===== src/rtl/core/btl_pkg.sv =====
// Shared types, constants and lane functions of the balanced-ternary logic unit.
package btl_pkg;

    // Number of trit lanes and the width of the incoming words
    localparam int TRIT_LANES = 27;
    localparam int OPERAND_W  = 64;

    // Power of three, evaluated at elaboration only
    function automatic longint pow3(input int n);
        longint p;
        p = 1;
        for (int i = 0; i < n; i++) begin
            p = p * 3;
        end
        return p;
    endfunction

    // Largest magnitude that TRIT_LANES balanced trits can hold
    localparam longint TRIT_MAX = (pow3(TRIT_LANES) - 1) / 2;

    // Smallest two's complement width that holds [-TRIT_MAX, TRIT_MAX]
    function automatic int calc_res_w(input longint m);
        int w;
        w = 0;
        for (int i = 1; i < 64; i++) begin
            if (w == 0 && (longint'(1) <<< (i - 1)) > m) begin
                w = i;
            end
        end
        if (w == 0) begin
            w = 64;
        end
        return w;
    endfunction

    localparam int RES_W = calc_res_w(TRIT_MAX);
    localparam int CNT_W = $clog2(TRIT_LANES + 1);

    // Operation codes
    localparam logic [2:0] FUNC_AND = 3'd0;
    localparam logic [2:0] FUNC_OR  = 3'd1;
    localparam logic [2:0] FUNC_XOR = 3'd2;
    localparam logic [2:0] FUNC_IMP = 3'd3;
    localparam logic [2:0] FUNC_CMP = 3'd4;
    localparam logic [2:0] FUNC_POP = 3'd5;

    // Data handed from one lane cell to the next
    typedef struct packed {
        logic [2:0]              func;
        logic signed [1:0]       want;
        logic signed [RES_W-1:0] a_rem;
        logic signed [RES_W-1:0] b_rem;
        logic signed [RES_W-1:0] acc;
        logic [CNT_W-1:0]        cnt;
    } lane_bus_t;

    // One lane of the logic operations; trits are -1, 0, +1
    function automatic logic signed [1:0] lane_op(input logic [2:0] op,
                                                  input logic signed [1:0] a,
                                                  input logic signed [1:0] b);
        logic signed [2:0] s;
        logic signed [1:0] r;
        s = 3'sd0;
        r = 2'sd0;
        case (op)
            FUNC_AND: r = (a < b) ? a : b;
            FUNC_OR:  r = (a > b) ? a : b;
            FUNC_XOR: begin
                s = 3'(a) + 3'(b);
                if (s == 3'sd2) begin
                    r = -2'sd1;
                end else if (s == -3'sd2) begin
                    r = 2'sd1;
                end else begin
                    r = s[1:0];
                end
            end
            FUNC_IMP: begin
                s = 3'sd1 - 3'(a) + 3'(b);
                r = (s > 3'sd1) ? 2'sd1 : s[1:0];
            end
            default: r = (a > b) ? 2'sd1 : ((a < b) ? -2'sd1 : 2'sd0);
        endcase
        return r;
    endfunction

endpackage


===== src/rtl/core/btl_front.sv =====
// Input stage: saturates both words to the trit range and clamps the wanted trit.
module btl_front
    import btl_pkg::*;
(
    input  logic                        aclk,
    input  logic                        aresetn,
    input  logic                        en,
    input  logic                        in_valid,
    input  logic [2:0]                  in_func,
    input  logic signed [OPERAND_W-1:0] in_a,
    input  logic signed [OPERAND_W-1:0] in_b,
    output logic                        out_valid,
    output lane_bus_t                   out_bus
);

    localparam logic signed [OPERAND_W-1:0] SAT_HI = OPERAND_W'(TRIT_MAX);
    localparam logic signed [OPERAND_W-1:0] SAT_LO = -OPERAND_W'(TRIT_MAX);

    logic                        valid_reg;
    lane_bus_t                   bus_reg;
    lane_bus_t                   bus_next;
    logic signed [OPERAND_W-1:0] a_sat;
    logic signed [OPERAND_W-1:0] b_sat;

    // Saturate and clamp
    always_comb begin
        a_sat = (in_a > SAT_HI) ? SAT_HI : ((in_a < SAT_LO) ? SAT_LO : in_a);
        b_sat = (in_b > SAT_HI) ? SAT_HI : ((in_b < SAT_LO) ? SAT_LO : in_b);
        bus_next.func  = in_func;
        bus_next.a_rem = a_sat[RES_W-1:0];
        bus_next.b_rem = b_sat[RES_W-1:0];
        bus_next.acc   = '0;
        bus_next.cnt   = '0;
        if (in_b > OPERAND_W'(1)) begin
            bus_next.want = 2'sd1;
        end else if (in_b < -OPERAND_W'(1)) begin
            bus_next.want = -2'sd1;
        end else begin
            bus_next.want = in_b[1:0];
        end
    end

    // Stage register
    always_ff @(posedge aclk) begin
        if (!aresetn) begin
            valid_reg <= 1'b0;
        end else if (en) begin
            valid_reg <= in_valid;
        end
    end

    always_ff @(posedge aclk) begin
        if (en) begin
            bus_reg <= bus_next;
        end
    end

    assign out_valid = valid_reg;
    assign out_bus   = bus_reg;

endmodule


===== config.mk =====
export PLATFORM = sky130hd
export DESIGN_NAME = btl_front
export DESIGN_NICKNAME = d
export VERILOG_FILES = /design/src/rtl/core/btl_pkg.sv /design/src/rtl/core/btl_front.sv
export SDC_FILE = /design/constraint.sdc
export NUM_CORES = 1
export LEC_CHECK = 0
export ABC_AREA = 1
export BUFFER_PORTS_ARGS = -buffer_cell sky130_fd_sc_hd__buf_2
export CAP_MARGIN = 0
export CELL_PAD_IN_SITES_DETAIL_PLACEMENT = 0
export CELL_PAD_IN_SITES_GLOBAL_PLACEMENT = 1
export CORE_MARGIN = 2
export CORE_UTILIZATION = 35
export CTS_CLUSTER_DIAMETER = 30
export DETAILED_ROUTE_END_ITERATION = 12
export MAX_ROUTING_LAYER = met4
export PLACE_DENSITY = 0.95
export REMOVE_ABC_BUFFERS = 1
export SLEW_MARGIN = 0
export SYNTH_ARGS = -nofsm -noshare
export SYNTH_HDL_FRONTEND = slang
export SYNTH_SLANG_ARGS = --single-unit

===== constraint.sdc =====
create_clock -name aclk -period 4.3 [get_ports aclk]
set_clock_uncertainty 0.2 [all_clocks]
set_input_delay 0.86 -clock aclk [delete_from_list [all_inputs] [get_ports aclk]]
set_output_delay 0.86 -clock aclk [all_outputs]
set_load 0.005 [all_outputs]

[Word level (Yosys, flattened, before mapping)]
Index checks and enable logic that the tools add are counted.
Storage, ports and cells
  word-level logic and storage cells: 20
  bits in registers: 92
  input port bits: 135
  output and inout bits: 140
Operators by class
  reductions and logical operators: 3
  $lt $le $gt $ge: 6
  mux-type cells: 3
Operators by type and width (count)
  > comparator 64 x 43 -> 1 bit, second input constant: 2
  < comparator 64 x 43 -> 1 bit, second input constant: 2
  2-to-1 mux 43 bit: 2
  > comparator 64 x 2 -> 1 bit, second input constant: 1
  < comparator 64 x 1 -> 1 bit, second input constant: 1
  OR reduction 2 bit: 3
  2-to-1 mux 2 bit: 1

[Logic depth before layout (Yosys ltp)]
  word-level depth: 2
  mapped depth: 15
  mapped depth without buffers: 14

[Worst setup path before layout]
OpenSTA, ideal clock, no wires.
  path kind: input to register
  start: input port in_a[41]
  end: register bus_reg (netlist bit out_bus[130]), data pin
  arrival time: 1.885 ns
  slack: 1.966 ns
  cell stages on the path: 10
  required time: 3.851 ns
  cell sequence: or2_1 -> nor3_2 -> nand3_1 -> nor2_1 -> nand2_1 -> nand3_2 -> buf_6 -> nand2_1 -> nand2_1 -> inv_2
On the way
  word-level cells in the longest chain between the ends: 2
  elaborated cells between the ends (all ways): 3
  those cells by class: order compare (2); mux (1)
RTL lines
  from (decl): line btl_front.sv:10  | input logic signed [OPERAND_W-1:0] in_a,
  < comparator 64 x 43 -> 1 bit: line btl_front.sv:27  | a_sat = (in_a > SAT_HI) ? SAT_HI : ((in_a < SAT_LO) ? SAT_LO : in_a);
  2-to-1 mux 43 bit: line btl_front.sv:27
  to (signal assigned): line btl_front.sv:54  | bus_reg <= bus_next;
  to (decl): line btl_front.sv:20  | lane_bus_t bus_reg;
Parallel ways exist; a longest one is shown, timed or not.
A chain may end at the register's enable or synchronous reset.

[Worst setup path after layout]
  start: input port in_b[4]
  end: register bus_reg (netlist bit out_bus[54]), data pin
On the way
  word-level cells in the longest chain between the ends: 2
  elaborated cells between the ends (all ways): 3
  those cells by class: order compare (2); mux (1)
RTL lines
  from (decl): line btl_front.sv:11  | input logic signed [OPERAND_W-1:0] in_b,
  < comparator 64 x 43 -> 1 bit: line btl_front.sv:28  | b_sat = (in_b > SAT_HI) ? SAT_HI : ((in_b < SAT_LO) ? SAT_LO : in_b);
  2-to-1 mux 43 bit: line btl_front.sv:28
Parallel ways exist; a longest one is shown, timed or not.

==> impl_metrics.yaml <==
sta:
  fin_crit_sh_pct: 64.1
  worst_pin_slew_ns: 0.820
  setup_violations: 0
  setup_tns_ns: 0
  rsz0062_at_grt: "no"
  min_period_ns: 2.76
  hold_viol: 0
  layout_setup_ws_ns: 1.54
  slew_viol_final: 0
  slew_headroom_pct: 45.2
  fmax_mhz: 363
worst_setup_path:
  cpMaxStageDelayCell: "nand3_2"
  critPathMaxStageDelay_ns: 0.62
  start_kind: "input pin"
  worst_r2r_endpoint: "out_valid"
  crit_top_cell: "nand2_1"
  cp_max_fo: 42
  worst-path-buf-inv: 1
  worstPathArrival_ns: 2.63
  required_ns: 4.17
  reg2reg_from: "out_valid"
  r2r_slack_ns: 3.45
  r2r_cells: 2
  endpoint_kind: "flip-flop"
  critPathKind: "input pin to flip-flop"
  path_cells: "buf_2, nor3_1, nand2_1, nand3_1, nand2_1, nand2_1, nand2_1, nand2_1, nand3_2, nand2_1, nand2_1"
  cp_top_family: "simple AND/OR/NAND/NOR gates"
floorplan:
  die_x_microns: 130
  chipHeight_microns: 130
  die_area_sq_um: 17000
  coreArea_sq_um: 15800
  row_count: 46
  start_util_pct: 35.5
  ios: 275
yosys:
  ys_seq_area_share_pct: 49.2
  netlist_top_cells_area: "edfxtp_1 (49%), nand2_1 (18%), buf_4 (7.5%), inv_1 (5.8%), nor2_1 (5.4%)"
  yosysTopAreaCellShare_pct: 48.8
  syn_avg_cell_area_sq_um: 7.85
  yosys_warnings: 0
  synth_edf_count: 91
  synth_seq_cells: 92
  synth_top_area_cell: "edfxtp_1"
  synth_most_common_cell: "nand2_1"
  yosys.cell_types.count: 28
  async_reset_ff_share_pct: 0
  synth_flop_cell: "edfxtp_1"
  ys_top_cells_by_count: "nand2_1 (273), edfxtp_1 (91), inv_1 (86)"
  syn_area_sq_um: 5590
  syn_inst: 713
grt:
  grtUsageTotal_pct: 15.8
  grt_pass1_vias: 4265
  grt_start_max_net_pins: 94
  overflow: 0
  antenna_found_initial: 0
  grt_pass1_wl_microns: 20300
cts:
  cts_htree_levels: 3
  postCtsSetupRepairBufs: 0
  cts_tree: "yes"
  cts_hold_buf: 0
  clk_latency_ns: 0.34
  ctsResizeCount: 0
  cts_buffers: 9
  clkSinkCount: 92
  cts.clk_slew.worst_paths_ns: 0.06
  clockRootBuffer: "clkbuf_16"
  cts.path.max_buffers: 2
placed_design:
  place_inst: 1136
  portBuffers: 226
  postPlaceCellArea_sq_um: 6670
  hpwl_microns: 10500
  gp_congestion: 0.832
  place_ws_ns: 1.14
power_and_ir_drop:
  power_leakage_nw: 3.48
  irDropWorstVdd_uv: 177
  cellPowerDensity_nw_per_um2: 321
final_layout:
  drive_above_1_share_pct: 27.4
  fin_nets: 1066
  diodes: 0
  stdcell_count: 1152
  final_core_util_pct: 44.1
  fin_area_sq_um: 6960
  area_delta_synth_final_pct: 24.4
route:
  drc: 0
  dr.pass1.iters: 5
  ant_nets: 0
  vias_per_cell: 4.35
  drt_iter0_markers: 281
  num_vias: 5006
  drt-total-wl_microns: 13800
  dr_wl_met3_microns: 799
  met1Wirelength_microns: 5990
  wl_per_cell_microns: 12.0
  dr_wl_met2_microns: 6640
  top_layer_used: "met4"
hold_path:
  holdPathEnd: "out_valid"
  hp-start: "out_valid"
  min_path_type: "flip-flop to flip-flop"
  min_path_cells: 2
status:
  status: "completed"
run:
  cap_violations: 0
==> layout make-up <==
class                   instances  area (sq um)
clock inverters                 5          52.6
flip-flops and latches         92          2750
fillers                      1643          8810
well taps                     216           270
clock buffers                  11           233
inverters                      90           338
multi-input cells             511          2160
repair buffers                227          1150
==> per-layer routing <==
metal	vias up	GRT usage, %
met5	-	-
met4	0	7.63
met3	25	2.20
met2	192	25.2
met1	2184	20.1
li1	2605	-
==> where the power goes <==
group | switching (mW) | total (mW) | internal, mW | leakage (nW)
Sequential | 0.0189 | 1.09 | 1.07 | 0.902
Combinational | 0.207 | 0.346 | 0.139 | 2.43
Clock | 0.348 | 0.797 | 0.449 | 0.141
==> state kept, by name (all words and copies together), names as in the netlist <==
| signal | count |
|---|---|
| out_bus | 91 |
| out_valid | 1 |
==> worst max path at each step <==
stage	from	endpoint	cells past startpoint
3_5_place_dp	in_b[4]	out_bus[80]	11
4_1_cts	in_b[4]	out_bus[80]	11
2_1_floorplan	in_a[41]	out_bus[130]	9
6_report	in_b[4]	out_bus[54]	11
5_1_grt	in_a[9]	out_bus[99]	13
3_3_place_gp	in_b[4]	out_bus[88]	11
==> worst register-to-register path: cells and delay by family, from the launching register on <==
kind / cells / cell delay, ns
flip-flops: 1 / 0.30
AO/OA/AOI/OAI: 2 / 0.21
==> layout by cell type, fill, tap and decap left out, drive strengths merged <==
master	count
inv	90
clkinv	4
o21ai	13
dfxtp	1
nand3b	1
a21oi	7
and2b	1
buf	227
and2	3
or2	4
nand2	275
nand4	22
a211oi	1
nor4	7
nand3	28
edfxtp	91
clkbuf	11
nor2	82
conb	48
bufinv	1
nor3	19
==> through the flow <==
step / power (mW) / hold WS (ns)
after floorplan: 1.24 / 0.325
after global placement: 1.45 / 0.322
after detailed placement: 1.46 / 0.333
after CTS: 2.25 / 0.346
after global routing: 2.33 / 0.408
final: 2.23 / 0.343
==> logic make-up (layout without fill, tap and decap cells) <==
kind of cell    after synthesis  after routing  synth area share, %
buf+inv                     157            333                 15.4
simple gates                442            442                 33.4
compound gates               21             21                 1.92
other cells                   1             48               0.0670
flops                        92             92                 49.2
Note: power is estimated with default switching activity, not from simulation.
