===== config.mk =====
export PLATFORM = sky130hd
export DESIGN_NAME = btl_cell
export DESIGN_NICKNAME = d
export VERILOG_FILES = /design/src/rtl/core/btl_pkg.sv /design/src/rtl/core/btl_cell.sv
export SDC_FILE = /design/constraint.sdc
export NUM_CORES = 1
export LEC_CHECK = 0
export BUFFER_PORTS_ARGS = -buffer_cell sky130_fd_sc_hd__buf_2
export CAP_MARGIN = 25
export CORE_UTILIZATION = 40
export DETAILED_ROUTE_END_ITERATION = 16
export SLEW_MARGIN = 20
export SYNTH_ARGS = -nofsm -noshare
export SYNTH_HDL_FRONTEND = slang
export SYNTH_SLANG_ARGS = --single-unit
export TNS_END_PERCENT = 30

===== constraint.sdc =====
create_clock -name aclk -period 11.5 [get_ports aclk]
set_input_delay 1.725 -clock aclk [delete_from_list [all_inputs] [get_ports aclk]]
set_output_delay 1.725 -clock aclk [all_outputs]
set_load 0.02 [all_outputs]

===== src/rtl/core/btl_pkg.sv =====
// Shared types, constants and lane functions of the balanced-ternary logic unit.
package btl_pkg;

    // Number of trit lanes and the width of the incoming words
    localparam int TRIT_LANES = 27;
    localparam int OPERAND_W  = 64;

    // Power of three, evaluated at elaboration only
    function automatic longint pow3(input int n);
        longint p;
        p = 1;
        for (int i = 0; i < n; i++) begin
            p = p * 3;
        end
        return p;
    endfunction

    // Largest magnitude that TRIT_LANES balanced trits can hold
    localparam longint TRIT_MAX = (pow3(TRIT_LANES) - 1) / 2;

    // Smallest two's complement width that holds [-TRIT_MAX, TRIT_MAX]
    function automatic int calc_res_w(input longint m);
        int w;
        w = 0;
        for (int i = 1; i < 64; i++) begin
            if (w == 0 && (longint'(1) <<< (i - 1)) > m) begin
                w = i;
            end
        end
        if (w == 0) begin
            w = 64;
        end
        return w;
    endfunction

    localparam int RES_W = calc_res_w(TRIT_MAX);
    localparam int CNT_W = $clog2(TRIT_LANES + 1);

    // Operation codes
    localparam logic [2:0] FUNC_AND = 3'd0;
    localparam logic [2:0] FUNC_OR  = 3'd1;
    localparam logic [2:0] FUNC_XOR = 3'd2;
    localparam logic [2:0] FUNC_IMP = 3'd3;
    localparam logic [2:0] FUNC_CMP = 3'd4;
    localparam logic [2:0] FUNC_POP = 3'd5;

    // Data handed from one lane cell to the next
    typedef struct packed {
        logic [2:0]              func;
        logic signed [1:0]       want;
        logic signed [RES_W-1:0] a_rem;
        logic signed [RES_W-1:0] b_rem;
        logic signed [RES_W-1:0] acc;
        logic [CNT_W-1:0]        cnt;
    } lane_bus_t;

    // One lane of the logic operations; trits are -1, 0, +1
    function automatic logic signed [1:0] lane_op(input logic [2:0] op,
                                                  input logic signed [1:0] a,
                                                  input logic signed [1:0] b);
        logic signed [2:0] s;
        logic signed [1:0] r;
        s = 3'sd0;
        r = 2'sd0;
        case (op)
            FUNC_AND: r = (a < b) ? a : b;
            FUNC_OR:  r = (a > b) ? a : b;
            FUNC_XOR: begin
                s = 3'(a) + 3'(b);
                if (s == 3'sd2) begin
                    r = -2'sd1;
                end else if (s == -3'sd2) begin
                    r = 2'sd1;
                end else begin
                    r = s[1:0];
                end
            end
            FUNC_IMP: begin
                s = 3'sd1 - 3'(a) + 3'(b);
                r = (s > 3'sd1) ? 2'sd1 : s[1:0];
            end
            default: r = (a > b) ? 2'sd1 : ((a < b) ? -2'sd1 : 2'sd0);
        endcase
        return r;
    endfunction

endpackage


===== src/rtl/core/btl_cell.sv =====
// One lane cell: peels the top trit off both words and folds the lane result in.
module btl_cell
    import btl_pkg::*;
(
    input  logic                    aclk,
    input  logic                    aresetn,
    input  logic                    en,
    input  logic signed [RES_W-1:0] weight,
    input  logic                    in_valid,
    input  lane_bus_t               in_bus,
    output logic                    out_valid,
    output lane_bus_t               out_bus
);

    logic                    valid_reg;
    lane_bus_t               bus_reg;
    lane_bus_t               bus_next;
    logic signed [RES_W-1:0] bound;
    logic signed [1:0]       da;
    logic signed [1:0]       db;
    logic signed [1:0]       lane;

    // Digit of this lane: anything beyond the lower lanes' reach takes a trit
    always_comb begin
        bound = weight >>> 1;
        da = (in_bus.a_rem > bound) ? 2'sd1 : ((in_bus.a_rem < -bound) ? -2'sd1 : 2'sd0);
        db = (in_bus.b_rem > bound) ? 2'sd1 : ((in_bus.b_rem < -bound) ? -2'sd1 : 2'sd0);
        lane = lane_op(in_bus.func, da, db);

        bus_next      = in_bus;
        // Take the lane digit off each remainder: add or subtract one weight
        bus_next.a_rem = (da == 2'sd1) ? (in_bus.a_rem - weight)
                       : ((da == -2'sd1) ? (in_bus.a_rem + weight) : in_bus.a_rem);
        bus_next.b_rem = (db == 2'sd1) ? (in_bus.b_rem - weight)
                       : ((db == -2'sd1) ? (in_bus.b_rem + weight) : in_bus.b_rem);
        bus_next.acc   = (in_bus.acc <<< 1) + in_bus.acc + RES_W'(lane);
        bus_next.cnt   = in_bus.cnt + CNT_W'(da == in_bus.want);
    end

    // Stage register
    always_ff @(posedge aclk) begin
        if (!aresetn) begin
            valid_reg <= 1'b0;
        end else if (en) begin
            valid_reg <= in_valid;
        end
    end

    always_ff @(posedge aclk) begin
        if (en) begin
            bus_reg <= bus_next;
        end
    end

    assign out_valid = valid_reg;
    assign out_bus   = bus_reg;

endmodule


# Yosys cells after proc, flatten, opt, wreduce, memory -nomap -nowiden
# Index checks and enable logic that the tools add are counted.
# word_totals
word_cells	52
reg_bits	140
out_inout_bits	140
in_bits	186
# op_classes
n_reduce_logical	1
muxes	16
add_sub_neg	11
order_cmp	7
n_eq_ne	10
# op_table
operator	count
$mux 43	4
$add 43x43->43	3
$gt 43x42->1	2
$lt 43x43->1	2
$sub 43x43->43	2
$add 43x2->43	1
$neg 42->43	1
$mux 2	11
$eq 3x2->1 const B	3
$pmux 2 s4	1
$add 5x1->5	1
$eq 2x1->1 const B	2
$eq 2x2->1 const B	2
$add 2x2->3	1
$add 3x2->3	1
$eq 3x1->1 const B	1
$eq 3x3->1 const B	1
$gt 3x2->1 const B	1
$logic_not 3->1	1
$sub 2x2->3 const A	1
$eq 2x2->1	1
$gt 2x2->1	1
$lt 2x2->1	1

# Longest topological paths before layout
# Gate-level depths: netlist of the first run.
# depth
depth_word	10
mapped_depth	48
ltp_nobuf	45

# Least setup slack after synthesis of the first run
# OpenSTA, ideal clock, no wires.
# synth_path
path_kind	input port to flip-flop
start	in weight[1]
end	reg bus_reg (netlist bit out_bus[45]) (data pin)
setup_slack_ns	-0.871
required_ns	11.235
setup_ns	0.265
n_path_buf	3
cell_stages	43
arrival_ns	12.106
path_cell_list	inv_1 -> ha_1 -> or3b_2 -> or4_4 -> clkbuf_1 -> nor4_1 -> nand2b_1 -> nor3_1 -> nand3_1 -> xnor2_1 -> ha_1 -> a21o_1 -> a21o_1 -> a21oi_1 -> o211ai_1 -> o21ai_2 -> o31a_1 -> a31oi_2 -> (+7 left out) -> mux2_2 -> nor3_2 -> a21oi_2 -> o31ai_4 -> fa_1 -> ha_1 -> a21o_1 -> a21o_1 -> a21o_1 -> a211oi_1 -> o21ai_0 -> a221o_1 -> a31o_2 -> a211o_1 -> a221o_1 -> a21oi_1 -> o21ai_0 -> xor2_1
# synth_rtl
element	line_no	text
start, declared	btl_cell.sv:8	input logic signed [RES_W-1:0] weight,
end signal, assigned	btl_cell.sv:51	bus_reg <= bus_next;
end, declared	btl_cell.sv:16	lane_bus_t bus_reg;

==> results.md, run 1 <==
- Status: complete, no violations
- Mapped Cells: 2665
- Site Rows: 86
- Die ar.: 0.0568 mm²
- WL/cell: 21.9 µm
- Least-Margin Pin Slew: 920 ps
- CP most frequent cell: a21o_1
- CTS Hold Bufs: 0
- Vias in the first global route: 22500
- CP max FO: 27
- Final core utilization: 46.4%
- Wire length on met3: 4900 µm
- Startpoint Class: input port
- Max Clock Freq: 0.0913 GHz
- Ys async rst share: 0%
- Yosys top cell by area: ha_1
- Initial DRC count: 1566
- Worst hold slack: 524 ps
- CP required: 11750 ps
- DRT Wirelength: 81300 µm
- Placed cell count: 3662
- I/O pin cnt: 326
- Count of final setup violators: 0
- Vias: 22600
- H-tree levels: 4
- WS Path Type: input port to register
- Number of synthesized flops with an enable pin: 139
- Largest net degree at the start of global routing: 76
- TritonCTS clock tree: done
- Synth cell types: 97
- Die Wd: 238 µm
- Routed Antenna Nets: 0
- Initial antenna violation count: 12
- Final clock skew: 0 ps
- Unrepaired setup endpoints after global routing: no
- Syn-to-layout area delta: 14.5%
- Setup TNS: 0 ps
- Drt pass-1 iters: 5
- Max-Cap Viols: 0
- Number of remaining DRC errors: 0
- Starting Density: 40.5%
- Worst path slowest cell: or4_4
- Placer Congestion: 0.954
- Gr ovfl total: 0
- Final slew viol count: 0
- Hold Violations, Final: 0
- CP arrival: 11210 ps
- Global-route wire length before repair: 125000 µm
- WL met2: 40300 µm
- Syn. warnings: 0
- Relative slew slack: 37.9%
- Routed met1 length: 32800 µm
- Post-Layout Cell Count: 3705
- Die Height: 238 µm
- Pwr Total: 3.62 mW
- Final worst path period need: 10960 ps
- Final Cycle Share: 95.3%
- Share of cells above drive strength 1: 15.8%
- Syn Nets: 3268
- Avg Cell Area, Syn: 8.38 µm²
- Max Used Layer: met5
- P_leak: 11.2 nW
- GRT Util Overall: 28.2%
- Clk sinks: 140
- Cell area power density: 142 mW/mm²
- Clk Latency, worst-skew pair: 500 ps
- Ranking of synthesized cells by area: ha_1, edfxtp_1, a21oi_1
- Seq/Total Area, Yosys: 18.8%
- Avg Vias per Cell: 6.10
- Setup bufs post-CTS: 0
- Top-area cell type share of the netlist area: 20.7%
- Clk root buf: clkbuf_16
- CORE AREA: 0.0551 mm²
- Top FF cell, synth: edfxtp_1
- CTS Buf Count: 17
- Nets: 3537
- DP Wirelength: 65200 µm
- Maximum vdd drop: 0.000127 V
- FF+latch count, synth: 140
- Synth Cell Area: 0.0223 mm²
- CP Capture Type: register
- Worst hold path class: register to register
- Max Root-Sink Buffers: 2
- Slowest Stage Delay on Critical Path: 610 ps
- Post-CTS sizing: 0
- Clock slew at reported path FFs: 70 ps
- # port buffers: 325
[kinds of logic after synthesis]
logic type	synth area share [%]
adders and majority gates	25.2
DFF	18.8
AOI/OAI and AO/OA	30.7
buffers and inverters	5.30
xor gates and xnor gates	4.35
and+or+nand+nor	15.2
muxes	0.555
[placed cells by master, fill, tap and decap left out, drive strengths merged, types with 16 or more instances in the layout]
cell type    n
ha         369
buf        357
a21oi      300
nor2       204
inv        192
o21ai      147
edfxtp     139
nand2      114
a21o        95
nor3        81
xnor2       71
nand3       70
o21bai      62
fa          48
o22ai       40
nand2b      36
a211oi      36
nand4       34
o221ai      33
a221o       31
a31oi       30
o31ai       28
o21a        27
and3        26
nor2b       25
o211ai      25
nor4        25
or3         19
o311ai      18
clkbuf      17
xor2        16
[cell usage after synthesis (11+ instances only)]
master and number:
o221ai_1 33, ha_1 369, a221oi_1 11, a21oi_1 298, and3_1 26, a31oi_1 29, nand4_1 34, o2111ai_1 11
nor4_1 24, nor2_1 204, o21ai_0 144, o211ai_1 24, nor3_1 78, buf_2 20, nand2_1 114, a21o_1 95
clkbuf_1 76, xnor2_1 70, o31a_1 12, o311ai_0 14, fa_1 48, o21a_1 27, nand2b_1 36, or2_2 11
a221o_1 31, xor2_1 16, or3_1 18, a211oi_1 35, and2_1 12, inv_1 187, o22ai_1 40, o21bai_1 62
nor2b_1 25, nand3_1 70, edfxtp_1 139, o31ai_1 25
[registers in the layout, indices dropped and copies added (netlist names)]
register and cells:
out_bus 139, out_valid 1
[area by class of cell]
cell class | count | area (µm²)
flip-flops and latches | 140 | 4190
inverters | 189 | 722
clock inverters | 14 | 234
fillers | 5539 | 29500
diodes | 11 | 27.5
well taps | 748 | 936
clock buffers | 17 | 425
multi-input cells | 2229 | 17100
repair buffers | 357 | 1910
[metal layers]
metal	vias up	GRT usage, %
met4	14	13.0
met5	-	0
met2	823	49.4
li1	10700	-
met1	10800	33.7
met3	196	4.47
[report_power, final]
group | leakage [nW] | internal [mW] | switching [mW]
clock network | 0.322 | 0.389 | 0.276
registers | 1.37 | 0.786 | 0.0375
logic | 9.53 | 0.808 | 1.33
total | 11.2 | 1.98 | 1.64
[metrics by stage]
step	setup WS (ps)	cell area [µm²]
2_1_floorplan	-532	22500
3_3_place_gp	152	24800
3_5_place_dp	34.0	24800
4_1_cts	495	25500
5_1_grt	16.8	25500
6_report	544	25600
[worst max-delay path: cells and delay by family]
family                     cells  cell delay (ps)
AOI/OAI and AO/OA             21             4020
and+or+nand+nor                8             2320
xor gates and xnor gates       4              770
adders and majority gates      6             1640
buffers and inverters          5              700
[path summary, 6_finish.rpt]
check,start,to,slack [ps],cells past startpoint
setup reg to reg,out_valid,out_valid,10900,2
hold / removal,out_valid,out_valid,520,2
hold reg to reg,out_valid,out_valid,520,2
setup / recovery,weight[2],out_bus[45],540,44
Note: power is estimated with default switching activity, not from simulation.
==> inputs of run 2 (changes only) <==
--- a/config.mk
+++ b/config.mk
@@ -7,8 +7,9 @@
 export LEC_CHECK = 0
 export BUFFER_PORTS_ARGS = -buffer_cell sky130_fd_sc_hd__buf_2
 export CAP_MARGIN = 25
-export CORE_UTILIZATION = 40
+export CORE_UTILIZATION = 54
 export DETAILED_ROUTE_END_ITERATION = 16
+export PLACE_DENSITY = 0.79
 export SLEW_MARGIN = 20
 export SYNTH_ARGS = -nofsm -noshare
 export SYNTH_HDL_FRONTEND = slang
==> results.md, run 2 (synthesized netlist as in run 1, its figures left out) <==
- Status: complete, no violations
- Unrepaired setup endpoints after global routing: no
- TritonCTS clock tree: done
- Number of remaining DRC errors: 0 (unchanged)
- Hold Violations, Final: 0 (unchanged)
- Placer Congestion: 0.963 (+0.89%)
- Cell area power density: 143 mW/mm² (+0.86%)
- Vias in the first global route: 22500 (+0.19%)
- Global-route wire length before repair: 120000 µm (-3.7%)
- Clock slew at reported path FFs: 60 ps (about the same)
- CTS Buf Count: 17 (unchanged)
- Max-Cap Viols: 0 (unchanged)
- Routed Antenna Nets: 0 (unchanged)
- Final slew viol count: 0 (unchanged)
- Max Root-Sink Buffers: 2 (unchanged)
- WL/cell: 22.5 µm (+2.4%)
- Share of cells above drive strength 1: 15.8% (about the same)
- Gr ovfl total: 0 (unchanged)
- CP arrival: 11210 ps (about the same)
- Commonest cells after routing, fill and taps aside: ha_1, buf_2, a21oi_1
- DRT Wirelength: 78300 µm (-3.7%)
- CP Capture Type: register
- Worst path slowest cell: or4_4
- Worst hold path class: register to register
- DP Area: 0.0245 mm² (-1.2%)
- Final worst path period need: 10960 ps (+8.73 ps)
- Vias: 22900 (+1.5%)
- CP required: 11740 ps (about the same)
- Syn-to-layout area delta: 13.2%
- I/O pin cnt: 326 (unchanged)
- H-tree levels: 4 (unchanged)
- Avg Vias per Cell: 6.58 (+7.9%)
- Count of final setup violators: 0 (unchanged)
- Die ar.: 0.0422 mm² (-26%)
- Final clock skew: 0 ps (unchanged)
- Drt pass-1 iters: 6 (+1)
- Starting Density: 54.7% (+14 points)
- CTS Hold Bufs: 0 (unchanged)
- Max Clock Freq: 0.0912 GHz (about the same)
- CP max FO: 19 (-30%)
- Largest net degree at the start of global routing: 87 (+14%)
- Clk sinks: 140 (unchanged)
- R2R setup slack: 10910 ps (about the same)
- Initial antenna violation count: 12 (unchanged)
- Worst hold slack: 528 ps (+4.51 ps)
- DP Wirelength: 61800 µm (-5.2%)
- Final instance area: 0.0253 mm² (-1.1%)
- Site Rows: 74 (-14%)
- Clk Latency, worst-skew pair: 500 ps (about the same)
- Initial DRC count: 1933 (+23%)
- CP most frequent cell: a21o_1
- Slowest Stage Delay on Critical Path: 610 ps (about the same)
- Least-Margin Pin Slew: 986 ps (+66.4 ps)
- Relative slew slack: 33.8% (-4.1 points)
- Startpoint Class: input port
- Nets: 3538 (+0.028%)
- Die Height: 205 µm (-14%)
- WS Path Type: input port to register
- Die Wd: 205 µm (-14%)
- Final Cycle Share: 95.3% (about the same)
- Max reg flops: 139 (unchanged)
- Maximum vdd drop: 0.000120 V (-5.3%)
- # port buffers: 325 (unchanged)
- Commonest non-fill, non-tap cell in the layout: ha_1
- Clk root buf: clkbuf_16
- Final core utilization: 61.9% (+15 points)
- GRT Util Overall: 36.4% (+8.2 points)
- CORE AREA: 0.0408 mm² (-26%)
- P_leak: 11.2 nW (about the same)
-- run 2: cell count changes in the layout (fill, tap and decap cells not counted), moves of 2 or more --
cell,previous run,this run
diode_2,11,6
clkinv_4,4,1
buf_4,28,30
buf_6,3,1
-- run 2: path summary, 6_finish.rpt --
kind | from | end | depth (start not counted)
hold / removal | out_valid | out_valid | 2
setup reg to reg | out_valid | out_valid | 2
hold reg to reg | out_valid | out_valid | 2
setup / recovery | weight[2] | out_bus[45] | 44
-- run 2: area by class of cell --
class / count / area, µm²
Antenna cell: 6 / 15.0
Clock buffer: 18 / 429
Clock inverter: 13 / 213
Fill cell: 3620 / 15600
Inverter: 189 / 722
Multi-Input combinational cell: 2229 / 17100
Sequential cell: 140 / 4190
Tap cell: 532 / 666
Timing Repair Buffer: 358 / 1920
-- run 2: where the power goes --
group	switching, mW	internal [mW]
Combinational	1.33	0.813
Sequential	0.0359	0.786
Clock	0.262	0.385
-- run 2: layer usage --
layer  track usage [%]  wire [µm]  part of all wire (%)  vias up
met5                 0         91                  0.12        -
met4              17.9       3500                   4.5       14
met3              8.08       6280                   8.0      270
met2              62.5      37600                    48     1107
met1              42.8      30800                    39    10800
li1                  -          -                     -    10700
-- run 2: timing repair --
| item | CTS | global route |
|---|---|---|
| buffers inserted | 0 | 3 |
| gates resized for setup | 0 | 1 |
| endpoints found under the setup margin | 0 | 4 |
| hold endpoints to repair | 0 | 0 |
-- run 2: stage by stage --
stage          worst slack, ps  cells  TNS, ps  power [mW]
3_3_place_gp               360   3443        0        2.86
4_1_cts                    506   3474        0        3.58
3_5_place_dp              2.48   3443        0        2.92
5_1_grt                   34.3   3480        0        3.84
6_report                   535   3485        0        3.61
2_1_floorplan             -532   2665    -4030        2.31
-- run 2: critical path, delay by kind of cell --
family	cells	cell delay (ps)
and+or+nand+nor	8	2340
AOI/OAI and AO/OA	20	3990
adders and majority gates	6	1630
buffers and inverters	6	820
xor gates and xnor gates	4	720
==> inputs of run 3 (changes only) <==
==> constraint.sdc (replaced) <==
create_clock -name aclk -period 9.3 [get_ports aclk]
set_input_delay 1.395 -clock aclk [delete_from_list [all_inputs] [get_ports aclk]]
set_output_delay 1.395 -clock aclk [all_outputs]
set_load 0.02 [all_outputs]
==> results.md, run 3 (synthesized netlist as in run 1, its figures left out) <==
- WS Path Type: input port to register
- Area of the multi-input gates: 0.0173 mm² (+1.4%)
- CP Launch Point: weight[11]
- DP Wirelength: 63100 µm (+2.1%)
- Final worst slack: -488 ps (-1020 ps)
- TritonCTS clock tree: done
- Clk Latency, worst-skew pair: 500 ps (about the same)
- Max Used Layer: met5
- Wire length on met3: 5500 µm (-12%)
- Commonest non-fill, non-tap cell in the layout: ha_1
- Startpoint Class: input port
- Clock slew at reported path FFs: 70 ps (about the same)
- Vias in the first global route: 23800 (+5.9%)
- Violated checks: setup timing
- Worst R2R End: out_valid
- Clk sinks: 140 (unchanged)
- I/O pin cnt: 326 (unchanged)
- CP Capture Type: register
- Max-Cap Viols: 0 (unchanged)
- Commonest cells after routing, fill and taps aside: ha_1, buf_2, buf_4
- GRT Util Overall: 37.4% (+0.94 points)
- CP max FO: 7 (-12)
- Max Clock Freq: 0.102 GHz
- Placer Congestion: 0.970 (+0.78%)
- H-tree levels: 4 (unchanged)
- Relative slew slack: 36.6% (+2.8 points)
- DRT Wirelength: 80300 µm (+2.5%)
- Top Family by Delay on Critical Path: compound AO/OA/AOI/OAI gates
- P_leak: 12.6 nW (+12%)
- Final Cycle Share: 105%
- Drt pass-1 iters: 6 (unchanged)
- CP arrival: 10040 ps (-1170 ps)
- Worst r2r src: out_valid
- Max Root-Sink Buffers: 2 (unchanged)
- Least-Margin Pin Slew: 928 ps (-58.8 ps)
- Hold path startpoint: out_valid
- Status: finished, violations left
- Fill cell count: 3342 (-7.7%)
- CORE AREA: 0.0408 mm² (unchanged)
- Count of final setup violators: 15 (+15)
- Final slew viol count: 0 (unchanged)
- Dpl ws: -1290 ps (-1290 ps)
- Unrepaired setup endpoints after global routing: yes
- FF-to-FF path depth: 2 (unchanged)
- Slowest Stage Delay on Critical Path: 600 ps (about the same)
- DP Area: 0.0264 mm² (+7.7%)
- Worst hold path class: register to register
- Initial DRC count: 2020 (+4.5%)
- Die Wd: 205 µm (unchanged)
- Gr ovfl total: 0 (unchanged)
- Syn-to-layout area delta: 23.6%
- Avg Vias per Cell: 6.38 (-3.1%)
- Placed cell count: 3696 (+7.3%)
- Hold depth: 2 (unchanged)
- CP bufs+invs: 6 (unchanged)
- Die ar.: 0.0422 mm² (unchanged)
- CTS Buf Count: 17 (unchanged)
- WL met2: 38500 µm (+2.3%)
- Worst path slowest cell: or4_4
- Cell area power density: 179 mW/mm² (+25%)
- Die Height: 205 µm (unchanged)
- CP required: 9550 ps (-2190 ps)
- Setup TNS: -3890 ps (-3890 ps)
- Register area: 0.00419 mm² (unchanged)
- R2R setup slack: 8700 ps (-2210 ps)
- Hold endpoint: out_valid
- Largest net degree at the start of global routing: 85 (-2.3%)
- Worst hold slack: 524 ps (-4.64 ps)
- # port buffers: 325 (unchanged)
- Clk root buf: clkbuf_16
- Routed met1 length: 31700 µm (+3.1%)
- Nets: 3818 (+7.9%)
- Levels on crit path: 44 (unchanged)
- Maximum vdd drop: 0.000154 V (+28%)
- Global-route wire length before repair: 124000 µm (+2.9%)
- Post-Layout Cell Count: 3769 (+8.1%)
- Starting Density: 54.7% (unchanged)
- Pwr Total: 4.95 mW (+37%)
- Hold Violations, Final: 0 (unchanged)
- CP most frequent cell: a21o_1
- WL/cell: 21.3 µm (-5.2%)
- Number of remaining DRC errors: 0 (unchanged)
- Share of cells above drive strength 1: 24.3% (+8.5 points)
- CTS Hold Bufs: 0 (unchanged)
- Routed Antenna Nets: 0 (unchanged)
- Site Rows: 74 (unchanged)
- Final clock skew: 0 ps (unchanged)
- Final worst path period need: 9790 ps
- Final instance area: 0.0276 mm² (+9.2%)
- Final core utilization: 67.6% (+5.7 points)
- Vias: 24100 (+4.9%)
- Max reg flops: 139 (unchanged)
- Initial antenna violation count: 5 (-7)
## run 3: changes by cell type in the layout (fill, tap and decap cells not counted), moves of 4 or more
| cell | change |
|---|---|
| a21oi_1 | -10 |
| a21oi_2 | +10 |
| buf_4 | +277 |
| buf_6 | +5 |
| ha_1 | -4 |
## run 3: what timing repair did
item	4_1_cts	5_1_grt
gates cloned	0	0
setup buffers	26	6
pin swaps	53	12
resized for setup	43	14
setup endpoints to repair	28	29
## run 3: cell type report
class | count | share of cell area (%)
Antenna cell | 9 | 0.0816
Tap cell | 532 | 2.41
Sequential cell | 140 | 15.2
Clock inverter | 14 | 0.667
Multi-Input combinational cell | 2229 | 62.9
Timing Repair Buffer | 638 | 14.6
Clock buffer | 18 | 1.56
Inverter | 189 | 2.62
## run 3: worst max path at each step
stage	endpoint	slack, ps
floorplan	out_bus[44]	-2400
global placement	out_bus[45]	-1010
detailed placement	out_bus[44]	-1290
CTS	out_bus[45]	-230
global route	out_bus[45]	-780
finish	out_bus[45]	-490
## run 3: worst min-delay path: stages (launching register included)
cell,delay [ps]
dfxtp_1,330
mux2i_1,70
nor2b_1,90
## run 3: layer usage
layer,track usage (%),up-vias
met3,6.16,316
li1,-,11300
met5,0,-
met2,63.8,1119
met1,44.3,11300
met4,21.5,6
## run 3: report_power, final
part           switching (mW)  leakage, nW  internal, mW  total (mW)
Combinational            1.79         10.9          1.37        3.16
Sequential             0.0474         1.37         0.972        1.02
Clock                   0.340        0.293         0.427       0.767
